`src/rtl/spal_pkg.sv`:
```
`default_nettype none

package spal_pkg;

    localparam int REQ_W      = 16;
    localparam int MAG_W      = REQ_W + 1;
    localparam int OFS_W      = REQ_W - 1;
    localparam int AVG_W      = 27;
    localparam int ALPHA_W    = 25;
    localparam int CFG_IDX_W  = 1;
    localparam int CFG_DATA_W = 27;
    localparam int MUL_W      = 32;
    localparam int PROD_W     = 2 * MUL_W;
    localparam int GAIN_W     = 30;
    localparam int KIND_W     = 2;

    localparam logic [CFG_IDX_W-1:0] REG_SMOOTHING_WEIGHT = 1'b0;
    localparam logic [CFG_IDX_W-1:0] REG_POWER_LIMIT      = 1'b1;

    localparam logic [KIND_W-1:0] KIND_CLEAR  = 2'd0;
    localparam logic [KIND_W-1:0] KIND_SQUARE = 2'd1;
    localparam logic [KIND_W-1:0] KIND_KNEE   = 2'd2;

    localparam logic [ALPHA_W-1:0] ALPHA_ONE   = 25'd16777216;
    localparam logic [AVG_W-1:0]   LIMIT_RESET = 27'd134217727;
    localparam logic [AVG_W-1:0]   POWER_CEIL  = 27'd117440512;

    // first request on the boosted branch, 0.44 in Q1.15 rounded up
    localparam logic signed [REQ_W-1:0] KNEE_X = 16'sd14418;
    localparam logic [MUL_W-1:0]        SLOPE_Q28 = 32'd778462822;
    localparam logic [GAIN_W-1:0]       ONE_Q28   = 30'd268435456;
    // slope times the residue of the knee between KNEE_X and 0.44 in Q.32
    localparam logic [PROD_W-1:0]       KNEE_BIAS = 64'd778462822 * 64'd10486;

    typedef struct packed {
        logic [KIND_W-1:0] kind;
        logic [MAG_W-1:0]  mag;
        logic [OFS_W-1:0]  offset;
    } item_t;

endpackage

`default_nettype wire

```
`src/rtl/spal_if.sv`:
```
`default_nettype none

interface spal_in_if;
    logic                              valid;
    logic                              ready;
    logic                              func;
    logic signed [spal_pkg::REQ_W-1:0] current_request;

    modport source (output valid, output func, output current_request, input ready);
    modport sink (input valid, input func, input current_request, output ready);
endinterface

interface spal_out_if;
    logic                       valid;
    logic                       ready;
    logic [spal_pkg::AVG_W-1:0] filtered_power;
    logic                       over_limit;

    modport source (output valid, output filtered_power, output over_limit, input ready);
    modport sink (input valid, input filtered_power, input over_limit, output ready);
endinterface

`default_nettype wire

```
`src/rtl/spal_front.sv`:
```
`default_nettype none

module spal_front (
    spal_in_if.sink          in_ch,
    input  wire logic        q_full,
    output spal_pkg::item_t  push_item,
    output logic             push
);

    logic [spal_pkg::MAG_W-1:0] x_ext;
    logic [spal_pkg::MAG_W-1:0] x_mag;
    logic                       knee;

    assign in_ch.ready = !q_full;
    assign push        = in_ch.valid && !q_full;

    assign x_ext = {in_ch.current_request[spal_pkg::REQ_W-1], in_ch.current_request};
    assign x_mag = in_ch.current_request[spal_pkg::REQ_W-1] ? (~x_ext + 1'b1) : x_ext;
    assign knee  = in_ch.current_request >= spal_pkg::KNEE_X;

    always_comb
    begin
        push_item.mag    = x_mag;
        push_item.offset = in_ch.current_request[spal_pkg::OFS_W-1:0]
                           - spal_pkg::KNEE_X[spal_pkg::OFS_W-1:0];
        if (in_ch.func)
        begin
            push_item.kind = spal_pkg::KIND_CLEAR;
        end
        else if (knee)
        begin
            push_item.kind = spal_pkg::KIND_KNEE;
        end
        else
        begin
            push_item.kind = spal_pkg::KIND_SQUARE;
        end
    end

endmodule

`default_nettype wire

```
`src/rtl/spal_queue.sv`:
```
`default_nettype none

module spal_queue (
    input  wire logic             clk,
    input  wire logic             rst_n,
    input  wire logic             push,
    input  wire spal_pkg::item_t  push_item,
    input  wire logic             pop,
    output logic                  full,
    output logic                  not_empty,
    output spal_pkg::item_t       head
);

    spal_pkg::item_t entry_reg [0:1];
    logic            wr_ptr_reg;
    logic            wr_ptr_next;
    logic            rd_ptr_reg;
    logic            rd_ptr_next;
    logic [1:0]      count_reg;
    logic [1:0]      count_next;

    assign full      = count_reg[1];
    assign not_empty = count_reg != 2'd0;
    assign head      = entry_reg[rd_ptr_reg];

    always_comb
    begin
        wr_ptr_next = wr_ptr_reg ^ push;
        rd_ptr_next = rd_ptr_reg ^ pop;
        count_next  = count_reg + {1'b0, push} - {1'b0, pop};
    end

    always_ff @(posedge clk or negedge rst_n)
    begin
        if (!rst_n)
        begin
            wr_ptr_reg <= 1'b0;
            rd_ptr_reg <= 1'b0;
            count_reg  <= 2'd0;
        end
        else
        begin
            wr_ptr_reg <= wr_ptr_next;
            rd_ptr_reg <= rd_ptr_next;
            count_reg  <= count_next;
        end
    end

    always_ff @(posedge clk)
    begin
        if (push)
        begin
            entry_reg[wr_ptr_reg] <= push_item;
        end
    end

endmodule

`default_nettype wire

```
`src/rtl/spal_back.sv`:
```
`default_nettype none

module spal_back (
    input  wire logic                          clk,
    input  wire logic                          rst_n,
    input  wire logic                          q_valid,
    input  wire spal_pkg::item_t               q_item,
    output logic                               q_pop,
    input  wire logic [spal_pkg::ALPHA_W-1:0]  alpha,
    input  wire logic [spal_pkg::AVG_W-1:0]    limit,
    spal_out_if.source                         out_ch
);

    localparam logic [3:0] S_IDLE       = 4'd0;
    localparam logic [3:0] S_SLOPE_MUL  = 4'd1;
    localparam logic [3:0] S_GAIN       = 4'd2;
    localparam logic [3:0] S_SCALE_MUL  = 4'd3;
    localparam logic [3:0] S_SCALE      = 4'd4;
    localparam logic [3:0] S_SQUARE_MUL = 4'd5;
    localparam logic [3:0] S_POWER      = 4'd6;
    localparam logic [3:0] S_STEP_MUL   = 4'd7;
    localparam logic [3:0] S_UPDATE     = 4'd8;

    localparam int AW = spal_pkg::AVG_W;
    localparam int MW = spal_pkg::MUL_W;

    logic [3:0]                     state_reg;
    logic [3:0]                     state_next;
    logic [spal_pkg::KIND_W-1:0]    kind_reg;
    logic [spal_pkg::KIND_W-1:0]    kind_next;
    logic [MW-1:0]                  mul_a_reg;
    logic [MW-1:0]                  mul_a_next;
    logic [MW-1:0]                  mul_b_reg;
    logic [MW-1:0]                  mul_b_next;
    logic [spal_pkg::PROD_W-1:0]    prod_reg;
    logic                           rise_reg;
    logic                           rise_next;
    logic [AW-1:0]                  avg_reg;
    logic [AW-1:0]                  avg_next;
    logic                           out_valid_reg;
    logic                           out_valid_next;
    logic [AW-1:0]                  out_power_reg;
    logic                           out_over_reg;

    logic [spal_pkg::PROD_W-1:0]    gain_sum;
    logic [spal_pkg::GAIN_W-1:0]    gain;
    logic [MW-1:0]                  m30;
    logic [AW-1:0]                  power;
    logic [AW-1:0]                  step;
    logic [AW-1:0]                  avg_new;
    logic                           slot_free;
    logic                           fire;

    assign out_ch.valid          = out_valid_reg;
    assign out_ch.filtered_power = out_power_reg;
    assign out_ch.over_limit     = out_over_reg;

    assign slot_free = !out_valid_reg || out_ch.ready;
    assign fire      = (state_reg == S_UPDATE) && slot_free;
    assign q_pop     = (state_reg == S_IDLE) && q_valid;

    always_comb
    begin
        gain_sum = {prod_reg[spal_pkg::PROD_W-18:0], 17'b0} + spal_pkg::KNEE_BIAS;
        gain     = spal_pkg::ONE_Q28 + gain_sum[spal_pkg::PROD_W-3:32]
                   + {{(spal_pkg::GAIN_W-1){1'b0}}, gain_sum[31]};
        m30      = prod_reg[44:13] + {{(MW-1){1'b0}}, prod_reg[12]};
        if (kind_reg == spal_pkg::KIND_KNEE)
        begin
            power = prod_reg[62:36] + {{(AW-1){1'b0}}, prod_reg[35]};
        end
        else
        begin
            power = prod_reg[32:6] + {{(AW-1){1'b0}}, prod_reg[5]};
        end
        step = prod_reg[50:24] + {{(AW-1){1'b0}}, prod_reg[23]};
        if (kind_reg == spal_pkg::KIND_CLEAR)
        begin
            avg_new = '0;
        end
        else if (rise_reg)
        begin
            avg_new = avg_reg + step;
        end
        else
        begin
            avg_new = avg_reg - step;
        end
    end

    always_comb
    begin
        state_next     = state_reg;
        kind_next      = kind_reg;
        mul_a_next     = mul_a_reg;
        mul_b_next     = mul_b_reg;
        rise_next      = rise_reg;
        avg_next       = avg_reg;
        out_valid_next = out_valid_reg && !out_ch.ready;
        case (state_reg)
            S_IDLE:
            begin
                if (q_valid)
                begin
                    kind_next = q_item.kind;
                    case (q_item.kind)
                        spal_pkg::KIND_KNEE:
                        begin
                            mul_a_next = spal_pkg::SLOPE_Q28;
                            mul_b_next = {{(MW-spal_pkg::OFS_W){1'b0}}, q_item.offset};
                            state_next = S_SLOPE_MUL;
                        end
                        spal_pkg::KIND_SQUARE:
                        begin
                            mul_a_next = {{(MW-spal_pkg::MAG_W){1'b0}}, q_item.mag};
                            mul_b_next = {{(MW-spal_pkg::MAG_W){1'b0}}, q_item.mag};
                            state_next = S_SQUARE_MUL;
                        end
                        default:
                        begin
                            state_next = S_UPDATE;
                        end
                    endcase
                end
            end
            S_SLOPE_MUL:
            begin
                state_next = S_GAIN;
            end
            S_GAIN:
            begin
                mul_a_next = {{(MW-spal_pkg::OFS_W){1'b0}}, mul_b_reg[spal_pkg::OFS_W-1:0]
                              + spal_pkg::KNEE_X[spal_pkg::OFS_W-1:0]};
                mul_b_next = {{(MW-spal_pkg::GAIN_W){1'b0}}, gain};
                state_next = S_SCALE_MUL;
            end
            S_SCALE_MUL:
            begin
                state_next = S_SCALE;
            end
            S_SCALE:
            begin
                mul_a_next = m30;
                mul_b_next = m30;
                state_next = S_SQUARE_MUL;
            end
            S_SQUARE_MUL:
            begin
                state_next = S_POWER;
            end
            S_POWER:
            begin
                rise_next  = power >= avg_reg;
                mul_a_next = {{(MW-spal_pkg::ALPHA_W){1'b0}}, alpha};
                mul_b_next = {{(MW-AW){1'b0}}, (power >= avg_reg) ? (power - avg_reg)
                                                                    : (avg_reg - power)};
                state_next = S_STEP_MUL;
            end
            S_STEP_MUL:
            begin
                state_next = S_UPDATE;
            end
            S_UPDATE:
            begin
                if (slot_free)
                begin
                    avg_next       = avg_new;
                    out_valid_next = 1'b1;
                    state_next     = S_IDLE;
                end
            end
            default:
            begin
                state_next = S_IDLE;
            end
        endcase
    end

    always_ff @(posedge clk or negedge rst_n)
    begin
        if (!rst_n)
        begin
            state_reg     <= S_IDLE;
            kind_reg      <= spal_pkg::KIND_CLEAR;
            rise_reg      <= 1'b0;
            avg_reg       <= '0;
            out_valid_reg <= 1'b0;
        end
        else
        begin
            state_reg     <= state_next;
            kind_reg      <= kind_next;
            rise_reg      <= rise_next;
            avg_reg       <= avg_next;
            out_valid_reg <= out_valid_next;
        end
    end

    always_ff @(posedge clk)
    begin
        mul_a_reg <= mul_a_next;
        mul_b_reg <= mul_b_next;
        prod_reg  <= mul_a_reg * mul_b_reg;
        if (fire)
        begin
            out_power_reg <= avg_new;
            out_over_reg  <= avg_new > limit;
        end
    end

endmodule

`default_nettype wire

```
`src/rtl/shaped_power_average_limiter_unit.sv`:
```
// Shaped power average limiter.
// in_ch carries one request per transfer: func (0 = sample, 1 = clear) and
// current_request, signed Q1.15. out_ch returns one result per request:
// filtered_power, the running average in unsigned Q3.24, and over_limit,
// set when that average is strictly above power_limit.
// Configuration: cfg_we with cfg_index 0 writes smoothing_weight (Q1.24,
// values above one act as one), index 1 writes power_limit. Write only while
// no request is in flight.
// A two-entry queue sits between the classifying front and the arithmetic
// back, so requests are taken while the back is busy or the output stalls.
// The back runs a sequencer around one shared 32x32 multiplier with a
// registered product, one request at a time: a clear goes straight to
// update, a sample runs square multiply, power, step multiply and update,
// at or above the knee after slope multiply, gain, scale multiply, scale.
// Reset clears the average, the queue and the output; weight resets to 0,
// limit to all ones. While out_ch is stalled the result holds, the back
// waits with the next result, and in_ch stops once the queue is full.
`default_nettype none

module shaped_power_average_limiter_unit (
    input  wire logic                              clk,
    input  wire logic                              rst_n,
    spal_in_if.sink                                in_ch,
    spal_out_if.source                             out_ch,
    input  wire logic                              cfg_we,
    input  wire logic [spal_pkg::CFG_IDX_W-1:0]    cfg_index,
    input  wire logic [spal_pkg::CFG_DATA_W-1:0]   cfg_wdata
);

    logic [spal_pkg::ALPHA_W-1:0] weight_reg;
    logic [spal_pkg::AVG_W-1:0]   limit_reg;
    logic [spal_pkg::ALPHA_W-1:0] alpha;

    spal_pkg::item_t push_item;
    spal_pkg::item_t head;
    logic            push;
    logic            pop;
    logic            q_full;
    logic            q_valid;

    assign alpha = (weight_reg > spal_pkg::ALPHA_ONE) ? spal_pkg::ALPHA_ONE : weight_reg;

    always_ff @(posedge clk or negedge rst_n)
    begin
        if (!rst_n)
        begin
            weight_reg <= '0;
            limit_reg  <= spal_pkg::LIMIT_RESET;
        end
        else if (cfg_we)
        begin
            case (cfg_index)
                spal_pkg::REG_SMOOTHING_WEIGHT:
                begin
                    weight_reg <= cfg_wdata[spal_pkg::ALPHA_W-1:0];
                end
                spal_pkg::REG_POWER_LIMIT:
                begin
                    limit_reg <= cfg_wdata[spal_pkg::AVG_W-1:0];
                end
                default:
                begin
                    limit_reg <= limit_reg;
                end
            endcase
        end
    end

    spal_front u_front (
        .in_ch     (in_ch),
        .q_full    (q_full),
        .push_item (push_item),
        .push      (push)
    );

    spal_queue u_queue (
        .clk       (clk),
        .rst_n     (rst_n),
        .push      (push),
        .push_item (push_item),
        .pop       (pop),
        .full      (q_full),
        .not_empty (q_valid),
        .head      (head)
    );

    spal_back u_back (
        .clk     (clk),
        .rst_n   (rst_n),
        .q_valid (q_valid),
        .q_item  (head),
        .q_pop   (pop),
        .alpha   (alpha),
        .limit   (limit_reg),
        .out_ch  (out_ch)
    );

endmodule

`default_nettype wire

```
`src/flat_wrapper.sv`:
```
// flat-port wrapper written by rule: the top's interface ports become plain ports
module shaped_power_average_limiter_unit_flat 
  (clk, rst_n, cfg_we, cfg_index, cfg_wdata, in_ch_valid, in_ch_func, in_ch_current_request, in_ch_ready, out_ch_valid, out_ch_filtered_power, out_ch_over_limit, out_ch_ready);
  spal_in_if in_ch_i ();
  spal_out_if out_ch_i ();
  input  wire logic clk;
  input  wire logic rst_n;
  input  wire logic cfg_we;
  input  wire logic [spal_pkg::CFG_IDX_W-1:0] cfg_index;
  input  wire logic [spal_pkg::CFG_DATA_W-1:0] cfg_wdata;
  input wire logic [$bits(in_ch_i.valid)-1:0] in_ch_valid;
  input wire logic [$bits(in_ch_i.func)-1:0] in_ch_func;
  input wire logic [$bits(in_ch_i.current_request)-1:0] in_ch_current_request;
  output wire logic [$bits(in_ch_i.ready)-1:0] in_ch_ready;
  output wire logic [$bits(out_ch_i.valid)-1:0] out_ch_valid;
  output wire logic [$bits(out_ch_i.filtered_power)-1:0] out_ch_filtered_power;
  output wire logic [$bits(out_ch_i.over_limit)-1:0] out_ch_over_limit;
  input wire logic [$bits(out_ch_i.ready)-1:0] out_ch_ready;
  assign in_ch_i.valid = in_ch_valid;
  assign in_ch_i.func = in_ch_func;
  assign in_ch_i.current_request = in_ch_current_request;
  assign in_ch_ready = in_ch_i.ready;
  assign out_ch_valid = out_ch_i.valid;
  assign out_ch_filtered_power = out_ch_i.filtered_power;
  assign out_ch_over_limit = out_ch_i.over_limit;
  assign out_ch_i.ready = out_ch_ready;
  shaped_power_average_limiter_unit u_core (.clk(clk), .rst_n(rst_n), .in_ch(in_ch_i), .out_ch(out_ch_i), .cfg_we(cfg_we), .cfg_index(cfg_index), .cfg_wdata(cfg_wdata));
endmodule
```
`config.mk`:
```
export PLATFORM = sky130hd
export DESIGN_NAME = shaped_power_average_limiter_unit_flat
export DESIGN_NICKNAME = d
export VERILOG_FILES = /design/src/rtl/spal_pkg.sv /design/src/rtl/spal_if.sv /design/src/rtl/spal_front.sv /design/src/rtl/spal_queue.sv /design/src/rtl/spal_back.sv /design/src/rtl/shaped_power_average_limiter_unit.sv /design/src/flat_wrapper.sv
export SDC_FILE = /design/constraint.sdc
export NUM_CORES = 2
export LEC_CHECK = 0
export BUFFER_PORTS_ARGS = -buffer_cell sky130_fd_sc_hd__buf_2
export CORE_AREA = 2 2 402 205
export DETAILED_ROUTE_END_ITERATION = 6
export DIE_AREA = 0 0 404 207
export GPL_TIMING_DRIVEN = 1
export PLACE_DENSITY = 0.84
export SYNTH_ARGS = -nofsm -noshare
export SYNTH_HDL_FRONTEND = slang
export SYNTH_SLANG_ARGS = --single-unit
```
`constraint.sdc`:
```
create_clock -name clk -period 10.65 [get_ports clk]
set_input_delay 2.6625 -clock clk [delete_from_list [all_inputs] [get_ports clk]]
set_output_delay 2.6625 -clock clk [all_outputs]
set_load 0.01 [all_outputs]
```
======== Word-level counts from Yosys, hierarchy flattened ========
Memories as Yosys holds them, arrays and structs flattened.
Index checks and enable logic that the tools add are counted.
Widths: inputs -> output; s select.
word-level totals
  input bits .............................. 50
  latch bits .............................. 0
  memory bits (writable) .................. 68
  memories ................................ 1
  logic and storage cells ................. 95
  flip-flop bits (word level) ............. 246
  bits in read-only memories .............. 0
operators by class
  reduce and logical (&&, ||, !) cells .... 18
  muxes and demuxes ....................... 22
  shifts and indexed selects .............. 0
  add/subtract/negate cells ............... 16
  magnitude comparators ................... 4
  $mul .................................... 1
  divide/modulo/power cells ............... 0
  eq/ne operators ......................... 14
  bitwise logic cells ..................... 4
memories
  memory                    words  width  read ports  clocked after memory_dff  write ports  RTL line          RTL
  u_core.u_queue.entry_reg  2      34     1           0                         1            spal_queue.sv:14  spal_pkg::item_t entry_reg [0:1];
operator list
  cell                    number
  $pmux 32 s4             2
  $pmux 32 s2             2
  $mux 27                 4
  $add 27x1->27           3
  $sub 27x27->27          3
  $mux 32                 2
  $mul 32x32->63          1
  $add 62x43->62 const B  1
  $pmux 4 s9              1
  $add 32x1->32           1
  $add 29x30->30 const A  1
  $add 30x1->30           1
  $add 27x27->27          1
  $ge 27x27->1            1
  $gt 27x27->1            1
  $gt 25x25->1 const B    1
  $mux 25                 1
  $add 17x1->17 const B   1
  $mux 17                 1
  $not 17->17             1
  $eq 4x3->1 const B      4
  $ge 16x15->1 const B    1
  $add 15x14->15 const B  1
  $sub 15x14->15 const B  1
  other kinds (24)        42

======== Logic depth before layout (Yosys ltp) ========
  depth after elaboration ................. 5
  gate-level depth with buffers ........... 35

======== By module ========
A second synthesis with hierarchy kept.
second synthesis, totals
  cells, all modules ...................... 5820
  area, all modules ....................... 54260.8 um2
by module, submodules not included
  module                             area each (um2)  times used  cells each  sequential area each (um2)
  spal_back                          48402.7          1           5434        4839.6
  spal_queue                         2808.9           1           121         2142.1
  shaped_power_average_limiter_unit  2218.4           1           138         1335.0
  spal_front                         830.8            1           127         0.0

======== Worst setup path before layout ========
OpenSTA, ideal clock, no wires.
  path type ............................... register -> register
  start point ............................. reg u_core.u_back.mul_b_reg[5]
  end point ............................... reg u_core.u_back.prod_reg[61] in the netlist's numbering
  slack ................................... 3.126 ns
  clock period less this slack ............ 7.524 ns
  arrival ................................. 7.452 ns
  stages on the path, launching flop included .. 26
  required time ........................... 10.578 ns
  cell sequence ........................... edfxtp_1 -> clkbuf_1 -> clkbuf_1 -> and2_1 -> fa_1 -> fa_1 -> fa_1 -> inv_1 -> fa_1 -> inv_1 -> fa_1 -> fa_1 -> fa_1 -> fa_1 -> ha_1 -> and4_1 -> and2_1 -> a221o_1 -> and2_1 -> o31ai_1 -> nand3b_1 -> a31oi_1 -> o21ai_0 -> nor2b_1 -> a221oi_1 -> xnor2_1
between the ends
  longest elaborated chain between the ends .. 1
ends and longest elaborated chain
  item                    RTL line          RTL
  from (decl)             spal_back.sv:33   logic [MW-1:0] mul_b_reg;
  from (signal assigned)  spal_back.sv:202  mul_b_reg <= mul_b_next;
  $mul 32x32->63          spal_back.sv:203  prod_reg <= mul_a_reg * mul_b_reg;
  to (signal assigned)    spal_back.sv:203
  to (decl)               spal_back.sv:35   logic [spal_pkg::PROD_W-1:0] prod_reg;
Every way passes these cells.
A chain may end at the register's enable or synchronous reset.

======== Worst setup path after layout ========
  start point ............................. reg u_core.u_back.mul_b_reg[14]
  end point ............................... reg u_core.u_back.prod_reg[62] in the netlist's numbering
The elaborated chain is that of the path after synthesis.

==> results.sh <==
export IMPL_start_util_pct=66.4
export IMPL_crit_type="reg -> reg"
export IMPL_ys_seq_elements=310
export IMPL_cts_setup_buffers=0
export IMPL_synth_warnings=0
export IMPL_ant_nets=0
export IMPL_vias=41900
export IMPL_fmax_mhz=108
export IMPL_yosysMostFrequentCell="inv_1"
export IMPL_path_cells="and2_1 -> fa_1 -> fa_1 -> inv_1 -> fa_1 -> fa_1 -> inv_1 -> fa_1 -> fa_1 -> fa_1 -> fa_1 -> ha_1 -> a21oi_1 -> o21ai_0 -> o211ai_1 -> o21ai_0 -> o21a_1 -> o2111ai_1 -> a31oi_1 -> o21ai_0 -> o2111ai_1 -> a221oi_1 -> xnor2_1"
export IMPL_hold_viol_final=0
export IMPL_cts_buffers_inserted=29
export IMPL_max_cap_viol_count=0
export IMPL_status="completed"
export IMPL_synthCells=5808
export IMPL_cts_sinks=310
export IMPL_antenna_found_initial=6
export IMPL_ys_seq_area_share_pct=15.5
export IMPL_largest_register_ffs=66
export IMPL_cp_end_kind="flop"
export IMPL_grt_total_usage_pct=42.7
export IMPL_synthToLayoutAreaGrowth_pct=4.17
export IMPL_die_area_mm2=0.0836
export IMPL_finalNetCount=7014
export IMPL_synth_top_area_share_pct=33.7
export IMPL_cp_max_fo=33
export IMPL_synth_area_mm2=0.0533
export IMPL_clk_pin_slew_ns=0.10
export IMPL_synth_ff_type="edfxtp_1"
export IMPL_yosys_area_top_type="fa_1"
export IMPL_max_stage_delay_ns=1.28
export IMPL_synth_common_cells="inv_1 (989), fa_1 (898), nand2_1 (659), and2_1 (596), ha_1 (386)"
export IMPL_drv_slew=0
export IMPL_cts_resized=0
export IMPL_critPathLaunchType="flop"
export IMPL_cts_root_buf="clkbuf_16"
export IMPL_fp_dieH_um=207
export IMPL_synth_mux_area_fraction_pct=2.11
export IMPL_pre_cts_ws_ns=1.75
export IMPL_synth_top_family_by_area="adder cells"
export IMPL_detail_route_iter0_violations=5813
export IMPL_grt_overflow=0
export IMPL_synth_area_leaders="fa_1 (34%), ha_1 (9.1%), edfxtp_1 (8.8%), and2_1 (7.0%), inv_1 (7.0%)"
export IMPL_routed_via_density=6.19
export IMPL_rsz0062_at_grt="false"
export IMPL_gp_congestion=1.09
export IMPL_clk_latency_ns=0.64
export IMPL_grt_max_degree=63
export IMPL_setup_viol=0
export IMPL_slew_headroom_pct=6.70
export IMPL_yosysUniqueCellTypes=85
export IMPL_coreArea_mm2=0.0804
export IMPL_synth_xor_area_share_pct=5.30
export IMPL_cp_data_arrival_time_ns=9.75
export IMPL_critPathTopFamily="adder cells"
export IMPL_clk_path_buf_depth=3
export IMPL_post_drt_wl_per_cell_um=25.9
export IMPL_io_buffers=79
export IMPL_synth_edff_count=156
export IMPL_hp_class="reg -> reg"
export IMPL_core_rowCount=74
export IMPL_min_period_ns=9.25
export IMPL_htree_levels=1
export IMPL_cp_data_required_time_ns=11.15
export IMPL_num_io_pins=80
export IMPL_critPathBufInv=2
export IMPL_synth_simple_area_share_pct=17.0
export IMPL_syn_avg_cell_area_um2=9.18
export IMPL_fill_cells=6189
export IMPL_firstDrtPassIters=6
export IMPL_drc=0
export IMPL_hold_buffers=0
export IMPL_synthAdderAreaFrac_pct=42.8
export IMPL_grt_pass1_vias=42100
export IMPL_worst_slew_pin_slew_ns=1.39
export IMPL_fin_skew_ns=0.0391
export IMPL_dp_hpwl_mm=143
export IMPL_synth_compound_area_share_pct=8.01
export IMPL_worst_slack_ns=1.40
export IMPL_ys_async_sr_fraction_pct=29.4
export IMPL_grt_pass1_wl_mm=265
export IMPL_cts_tree="built"
export IMPL_cpMaxStageDelayCell="edfxtp_1"
export IMPL_fin_crit_sh_pct=86.9
export IMPL_dieWidth_um=404
export IMPL_wl_mm=175
export IMPL_tns_ns=0
export IMPL_drive_gt1_share_pct=6.19
export IMPL_cp_common_cell="fa_1"
-- metal layers --
layer / track usage (%) / part of all wire, %
met1: 65.6 / 43
met2: 51.3 / 36
met3: 23.8 / 19
met4: 8.54 / 2.4
met5: 1.08 / 0.16
-- cell usage in the layout, fill, tap and decap left out, types with 78 or more instances in the layout --
cell type,instances
buf_4,91
fa_1,898
a21oi_1,206
buf_2,78
inv_1,989
xnor2_1,217
nand2_1,658
o21ai_0,147
edfxtp_1,156
and2_1,596
xor2_1,106
ha_1,386
nor2_1,185
a21o_1,78
-- worst paths after layout --
kind	startpoint	to	slack, ns	depth (start not counted)
max	u_core.u_back.mul_b_reg[14]	u_core.u_back.prod_reg[62]	1.40	23
min	u_core.u_queue.count_reg[0]	u_core.u_queue.count_reg[0]	0.54	1
max reg2reg	u_core.u_back.mul_b_reg[14]	u_core.u_back.prod_reg[62]	1.40	23
min reg2reg	u_core.u_queue.count_reg[0]	u_core.u_queue.count_reg[0]	0.54	1
max in group asynchronous	rst_n	u_core.u_back.avg_reg[7]	7.48	2
min in group asynchronous	rst_n	u_core.weight_reg[23]	1.99	1
-- through the flow --
step | hold slack [ns] | util (%) | cells | cell area (um^2)
global placement | 0.486 | 67.9 | 6713 | 54500
finish | 0.537 | 69.1 | 6768 | 55600
floorplan | 0.467 | - | 5809 | 53300
global route | 0.556 | 69.1 | 6767 | 55600
CTS | 0.537 | 69.1 | 6767 | 55600
detailed placement | 0.518 | 67.9 | 6713 | 54500
-- layout make-up --
type                            count  area (um^2)  area share [%]
Timing Repair Buffer              169         1070            1.93
Clock inverter                     21          260           0.468
Sequential cell                   310         8260            14.9
Multi-Input combinational cell   4178        40100            72.3
Tap cell                         1064         1330            2.40
Antenna cell                        1         2.50         0.00450
Inverter                          992         3720            6.70
Clock buffer                       33          761            1.37
-- kinds of logic after synthesis --
family / after synthesis
adder cells (fa/ha/maj): 1284
XOR/XNOR: 323
buffers and inverters: 1321
multiplexers: 104
AO/OA/AOI/OAI: 673
AND/OR/NAND/NOR: 1792
other: 1
flip-flops: 310
Power is left out: the tool's default activity adds up to more than one toggle a clock period on the data nets, which glitch-free logic cannot reach.
